`src/hw/rtl/spit_pkg.sv`:
```
// shared types, constants and codes for the sorted peer id table
package spit_pkg;

  localparam int TABLE_DEPTH = 64;
  localparam int ID_BITS     = 16;

  localparam int ID_W   = ID_BITS;
  localparam int IDX_W  = (TABLE_DEPTH > 1) ? $clog2(TABLE_DEPTH) : 1;
  localparam int CNT_W  = $clog2(TABLE_DEPTH + 1);
  localparam int PORT_W = 16;
  localparam int POS_W  = 6;
  localparam int ECNT_W = 7;

  localparam logic [1:0] REQ_INSERT = 2'd0;
  localparam logic [1:0] REQ_LOOKUP = 2'd1;
  localparam logic [1:0] REQ_REMOVE = 2'd2;

  typedef enum logic [1:0] {
    ST_OK   = 2'd0,
    ST_FULL = 2'd1,
    ST_MISS = 2'd2
  } status_t;

  typedef enum logic [1:0] {
    S_IDLE,
    S_CMP,
    S_RES
  } state_t;

  typedef struct packed {
    logic [ID_W-1:0]   id;
    logic [PORT_W-1:0] port;
    logic              acc;
  } entry_t;

  typedef struct packed {
    logic g;
    logic ge;
    logic eq;
  } flags_t;

  typedef struct packed {
    logic cap;
    logic ins;
    logic rem;
  } cell_cmd_t;

endpackage

```
`src/hw/rtl/spit_cell.sv`:
```
// one table slot: entry storage, key compare and neighbor shift
module spit_cell (
  input  logic                        clk,
  input  logic [spit_pkg::IDX_W-1:0]  idx,
  input  logic [spit_pkg::CNT_W-1:0]  count,
  input  logic [spit_pkg::ID_W-1:0]   key,
  input  spit_pkg::cell_cmd_t         cmd,
  input  spit_pkg::entry_t            new_ent,
  input  spit_pkg::entry_t            left_ent,
  input  spit_pkg::entry_t            right_ent,
  input  spit_pkg::flags_t            left_flg,
  output spit_pkg::entry_t            ent,
  output spit_pkg::flags_t            flg,
  output logic                        lo_bnd,
  output logic                        up_bnd
);

  spit_pkg::entry_t ent_r, ent_nxt;
  spit_pkg::flags_t flg_r, flg_nxt;
  logic             valid;
  logic             at_end;

  assign valid  = spit_pkg::CNT_W'(idx) < count;
  assign at_end = spit_pkg::CNT_W'(idx) == count;

  always_comb begin
    flg_nxt = flg_r;
    if (cmd.cap) begin
      flg_nxt.g  = valid && (ent_r.id > key);
      flg_nxt.ge = valid && (ent_r.id >= key);
      flg_nxt.eq = ent_r.id == key;
    end
  end

  always_comb begin
    ent_nxt = ent_r;
    if (cmd.ins) begin
      if (left_flg.g) begin
        ent_nxt = left_ent;
      end else if (at_end || flg_r.g) begin
        ent_nxt = new_ent;
      end
    end else if (cmd.rem && flg_r.ge) begin
      ent_nxt = right_ent;
    end
  end

  always_ff @(posedge clk) begin
    ent_r <= ent_nxt;
    flg_r <= flg_nxt;
  end

  // first slot not below the key, first slot above it (or the free slot)
  assign lo_bnd = flg_r.ge && !left_flg.ge;
  assign up_bnd = (at_end || flg_r.g) && !left_flg.g;

  assign ent = ent_r;
  assign flg = flg_r;

endmodule

```
`config.mk`:
```
export PLATFORM = sky130hd
export DESIGN_NAME = spit_cell
export DESIGN_NICKNAME = d
export VERILOG_FILES = /design/src/hw/rtl/spit_pkg.sv /design/src/hw/rtl/spit_cell.sv
export SDC_FILE = /design/constraint.sdc
export NUM_CORES = 1
export LEC_CHECK = 0
export ABC_AREA = 1
export BUFFER_PORTS_ARGS = -buffer_cell sky130_fd_sc_hd__buf_4
export CAP_MARGIN = 40
export CORE_UTILIZATION = 40
export DETAILED_ROUTE_END_ITERATION = 8
export HOLD_SLACK_MARGIN = 0.06
export PLACE_DENSITY = 0.79
export SYNTH_ARGS = -nofsm -noshare
export SYNTH_HDL_FRONTEND = slang
export SYNTH_SLANG_ARGS = --single-unit
```
`constraint.sdc`:
```
create_clock -name clk -period 5.79 [get_ports clk]
set_input_delay 0.2895 -clock clk [delete_from_list [all_inputs] [get_ports clk]]
set_output_delay 0.2895 -clock clk [all_outputs]
set_load 0.01 [all_outputs]
```
### After elaboration in Yosys (flattened, before gate mapping)

Cells that the tools add are included.

| word-level totals | value |
|---|---|
| bits in read-only memories | 0 |
| output and inout port bits | 38 |
| word-level logic and storage cells | 26 |
| RAM bits | 0 |
| bits in latches | 0 |
| bits of input ports | 135 |
| bits in registers | 36 |
| memories kept | 0 |

| operators by class | value |
|---|---|
| $mul | 0 |
| $add $sub $neg | 0 |
| shifts and indexed selects | 0 |
| multiplexer cells | 4 |
| reduce and logical (&&, ||, !) cells | 10 |
| div/mod/pow operators | 0 |
| equality and inequality tests | 3 |
| magnitude comparators | 3 |
| bitwise logic cells | 0 |

Operator list:

| kind | number |
|---|---|
| $mux W33 | 4 |
| $eq A16 B16 Y1 | 1 |
| $ge A16 B16 Y1 | 1 |
| $gt A16 B16 Y1 | 1 |
| $eq A6 B7 Y1 | 1 |
| $lt A6 B7 Y1 | 1 |
| $logic_and A1 B1 Y1 | 5 |
| $ne A3 B1 Y1 const B | 1 |
| $logic_not A1 Y1 | 2 |
| $reduce_and A2 Y1 | 1 |
| $reduce_bool A2 Y1 | 1 |
| $logic_or A1 B1 Y1 | 1 |

### Longest topological paths before layout

| depth | value |
|---|---|
| depth after elaboration | 5 |
| gate-level depth with buffers | 13 |
| mapped depth without buffers | 13 |

### Least setup slack after synthesis

No wires, ideal clock.

| timing path | value |
|---|---|
| path kind | input -> register |
| start point | input count[4] (netlist name) |
| end point | register ent_r (netlist bit ent[0]) (enable) |
| stages on the path | 8 |
| setup time | 0.388 ns |
| arrival time | 1.675 ns |
| buffers on the path | 0 |
| setup slack | 3.727 ns |
| data required time | 5.402 ns |
| cells stage by stage | inv_1 ha_1 nand2_1 nor2_1 a41oi_1 nand2_1 nand2_1 inv_1 |

| between the ends | value |
|---|---|
| cells in the longest elaborated chain, start to end | 4 |

Ends and longest elaborated chain:

| item | line | source |
|---|---|---|
| start: declaration | spit_cell.sv:5 | `input logic [spit_pkg::CNT_W-1:0] count,` |
| $eq A6 B7 Y1 | spit_cell.sv:24 | `assign at_end = spit_pkg::CNT_W'(idx) == count;` |
| $logic_or A1 B1 Y1 | spit_cell.sv:40 | `end else if (at_end \|\| flg_r.g) begin` |
| $ne A3 B1 Y1 (no source line) | -- |  |
| $reduce_and A2 Y1 (no source line) | -- |  |
| end signal: assignment | spit_cell.sv:49 | `ent_r <= ent_nxt;` |
| end: declaration | spit_cell.sv:18 | `spit_pkg::entry_t ent_r, ent_nxt;` |

No other way between the ends.
A chain may end at the register's enable or synchronous reset.

### Final worst setup path

| timing path | value |
|---|---|
| start point | input idx[4] (netlist name) |
| end point | register ent_r (netlist bit ent[25]) (enable) |

| between the ends | value |
|---|---|
| cells in the longest elaborated chain, start to end | 4 |

Ends and longest elaborated chain:

| item | line | source |
|---|---|---|
| start: declaration | spit_cell.sv:4 | `input logic [spit_pkg::IDX_W-1:0] idx,` |
| $eq A6 B7 Y1 | spit_cell.sv:24 |  |
| $logic_or A1 B1 Y1 | spit_cell.sv:40 |  |
| $ne A3 B1 Y1 (no source line) | -- |  |
| $reduce_and A2 Y1 (no source line) | -- |  |

No other way between the ends.

==> flow_metrics.env <==
export IMPL_status="completed"
export IMPL_crit_path_frequent_cell="nand2_1"
export IMPL_clock_sinks=36
export IMPL_cts_hold_buf=0
export IMPL_yosysWarnings=0
export IMPL_syn_inst=294
export IMPL_area_growth_pct=57.66
export IMPL_drc_errors=0
export IMPL_ys_seq_area_frac=0.4500
export IMPL_grt_pass1_wl_um=11430
export IMPL_crit_required_ns=5.76
export IMPL_cts_buffer_depth=2
export IMPL_p_leak_nw=1.897
export IMPL_synth_area_mm2=0.002402
export IMPL_synth_fp_nets=451
export IMPL_cp_slowest_cell="inv_1"
export IMPL_cts_resized=0
export IMPL_endpoint_kind="flop"
export IMPL_finalCritPeriodShare=0.3622
export IMPL_final_util=0.6713
export IMPL_nNetsFinal=617
export IMPL_max_cap_viol_count=0
export IMPL_min_period_ns=2.097
export IMPL_hp_class="primary input to flop"
export IMPL_avgRoutedWirePerCell_um=13.95
export IMPL_wl_um=7422
export IMPL_dp_hpwl_um=5925
export IMPL_crit_start="idx[4]"
export IMPL_slew_headroom=0.5834
export IMPL_drv_slew=0
export IMPL_cp_depth=9
export IMPL_crit_arrival_ns=2.07
export IMPL_viasPerCell=4.930
export IMPL_fill_cells=492
export IMPL_worst_r2r_endpoint="ent[25]$_DFFE_PP_"
export IMPL_holdCritStartpoint="cmd[2]"
export IMPL_postCtsSetupBuffers=0
export IMPL_place_inst=525
export IMPL_ant_nets=0
export IMPL_cp_cell_sequence="buf_4, ha_1, nand2_1, nor2_1, a41oi_1, nand2_1, nand2_1, inv_1, buf_4"
export IMPL_ios=173
export IMPL_cts_tree="yes"
export IMPL_ys_top_cells_by_area="edfxtp_1 45%, o21ai_1 13%, ha_1 11%"
export IMPL_fmax_mhz=476.8
export IMPL_yosys_area_top_type_share=0.4500
export IMPL_peakVddDrop_uv=128.9
export IMPL_cp_max_fo=17
export IMPL_cp_endpoint="ent[25]$_DFFE_PP_"
export IMPL_path_buf_inv=3
export IMPL_rsz0062_at_grt="false"
export IMPL_regToRegStartpoint="flg[2]$_DFFE_PP_"
export IMPL_worstRegToRegCells=5
export IMPL_async_reset_ff_frac=0
export IMPL_worst_slew_pin_slew_ns=0.6242
export IMPL_post_route_cell_area_mm2=0.003787
export IMPL_drtIter0Drc=109
export IMPL_antenna_found_initial=0
export IMPL_initial_core_util=0.4258
export IMPL_critPathTopFamily="buffers and inverters"
export IMPL_synth_cell_types=22
export IMPL_rrSetupSlack_ns=4.08
export IMPL_core_area_mm2=0.005642
export IMPL_syn_avg_cell_area_um2=8.171
export IMPL_grt_use_total=0.2370
export IMPL_h_tree_depth=2
export IMPL_place_area_mm2=0.003711
export IMPL_dieArea_mm2=0.006319
export IMPL_row_count=27
export IMPL_setup_viol=0
export IMPL_grt_max_degree=37
export IMPL_hold_viol_final=0
export IMPL_diodes=0
export IMPL_synth_edf_count=36
export IMPL_drive_gt1_frac=0.4065
export IMPL_grt_pass1_vias=2596
export IMPL_fin_worst_skew_ns=0.007249
export IMPL_yosys_area_top_type="edfxtp_1"
export IMPL_layout_cells_non_filler=532
export IMPL_vias=2623
export IMPL_start_kind="primary input"
export IMPL_ff_latch_area_mm2=0.001081
export IMPL_dieHeight_um=79.50
export IMPL_path_clk_slew_ns=0.07
export IMPL_synth_seq_cells=36
export IMPL_pwr_density_cell_mw_per_mm2=194.4
export IMPL_synth_flop_cell="edfxtp_1"
export IMPL_cts_buffers=5
export IMPL_root_buffer="clkbuf_8"
export IMPL_multi_input_area_mm2=0.001124
export IMPL_max_stage_delay_ns=0.46
export IMPL_clk_latency_ns=0.29
export IMPL_port_buffers=171
export IMPL_overflow=0
export IMPL_globalplace_congestion=0.7983
export IMPL_die_width_um=79.50
export IMPL_fin_setup_tns_ns=0
export IMPL_firstDrtPassIters=4
export IMPL_critical_path_class="primary input to flop"
area by class of cell:
class,instances,share of cell area
Tap cell,72,0.02379
Inverter,33,0.03304
Multi-Input combinational cell,212,0.2967
Timing Repair Buffer,172,0.3409
Clock inverter,2,0.001982
Clock buffer,5,0.01817
Sequential cell,36,0.2854
worst min-delay path by stage:
stage / end / slack, ns / cells past startpoint
final: flg[0]$_DFFE_PP_ / 0.23 / 1
after global routing: flg[0]$_DFFE_PP_ / 0.21 / 1
after CTS: flg[0]$_DFFE_PP_ / 0.22 / 1
after floorplan: flg[0]$_DFFE_PP_ / 0.40 / 0
after global placement: flg[0]$_DFFE_PP_ / 0.52 / 1
after detailed placement: flg[0]$_DFFE_PP_ / 0.52 / 1
state kept, by name (all words and copies together), names as in the netlist:
signal and cells:
flg 3, ent 33
layout by cell type, fill, tap and decap left out:
cell type	n
clkinv_1	3
nor3_1	1
nand2_1	61
o21ai_0	9
nor2_1	41
clkbuf_8	5
ha_1	22
o21ai_1	60
a21o_1	1
nand2_2	2
a21oi_1	8
nand3_1	2
a21oi_2	1
buf_4	172
nor3_2	1
nor2_4	1
nor2_2	1
clkinv_2	1
inv_1	28
edfxtp_1	36
inv_2	3
a41oi_1	1
cell families after synthesis:
kind of cell / share of synthesized area
DFF: 0.4500
AOI/OAI and AO/OA: 0.1708
buffers and inverters: 0.08229
adders and majority gates: 0.1146
and+or+nand+nor: 0.1823
where the power goes:
| part | leakage, nW | total, mW | internal, mW | switching [mW] |
|---|---|---|---|---|
| Clock | 0.0391 | 0.165 | 0.0794 | 0.0855 |
| Sequential | 0.357 | 0.335 | 0.323 | 0.0121 |
| Combinational | 1.50 | 0.236 | 0.126 | 0.110 |
| Total | 1.90 | 0.736 | 0.528 | 0.208 |
routing by layer:
layer,global-route usage,share of wire,vias up
met1,0.2408,0.36,1175
met2,0.4359,0.53,117
met4,0.1055,0.026,0
met5,0,0,-
li1,-,-,1314
met3,0.07771,0.088,17
per-stage QoR:
| stage | hold slack, ns | setup slack, ns | total power, mW |
|---|---|---|---|
| 3_3_place_gp | 0.5178 | 3.426 | 0.5692 |
| 6_report | 0.2260 | 3.693 | 0.7363 |
| 5_1_grt | 0.2139 | 3.461 | 0.7802 |
| 4_1_cts | 0.2231 | 3.648 | 0.7436 |
| 2_1_floorplan | 0.4020 | 3.727 | 0.4437 |
| 3_5_place_dp | 0.5240 | 3.352 | 0.5795 |
Yosys cell counts (2+ instances only):
library cell,instances
nor2_1,41
ha_1,22
nand2_2,2
nand2_1,61
a21oi_1,8
buf_4,3
inv_2,3
inv_1,28
o21ai_1,60
nand3_1,2
o21ai_0,9
buf_2,10
edfxtp_1,36
worst reg2reg max path, cell delays in order, from the launching register on:
cell and delay [ns]:
edfxtp_1 0.35, a41oi_1 0.07, nand2_1 0.10, nand2_1 0.05, inv_1 0.46, buf_4 0.37
(Power assumes the default switching activity.)
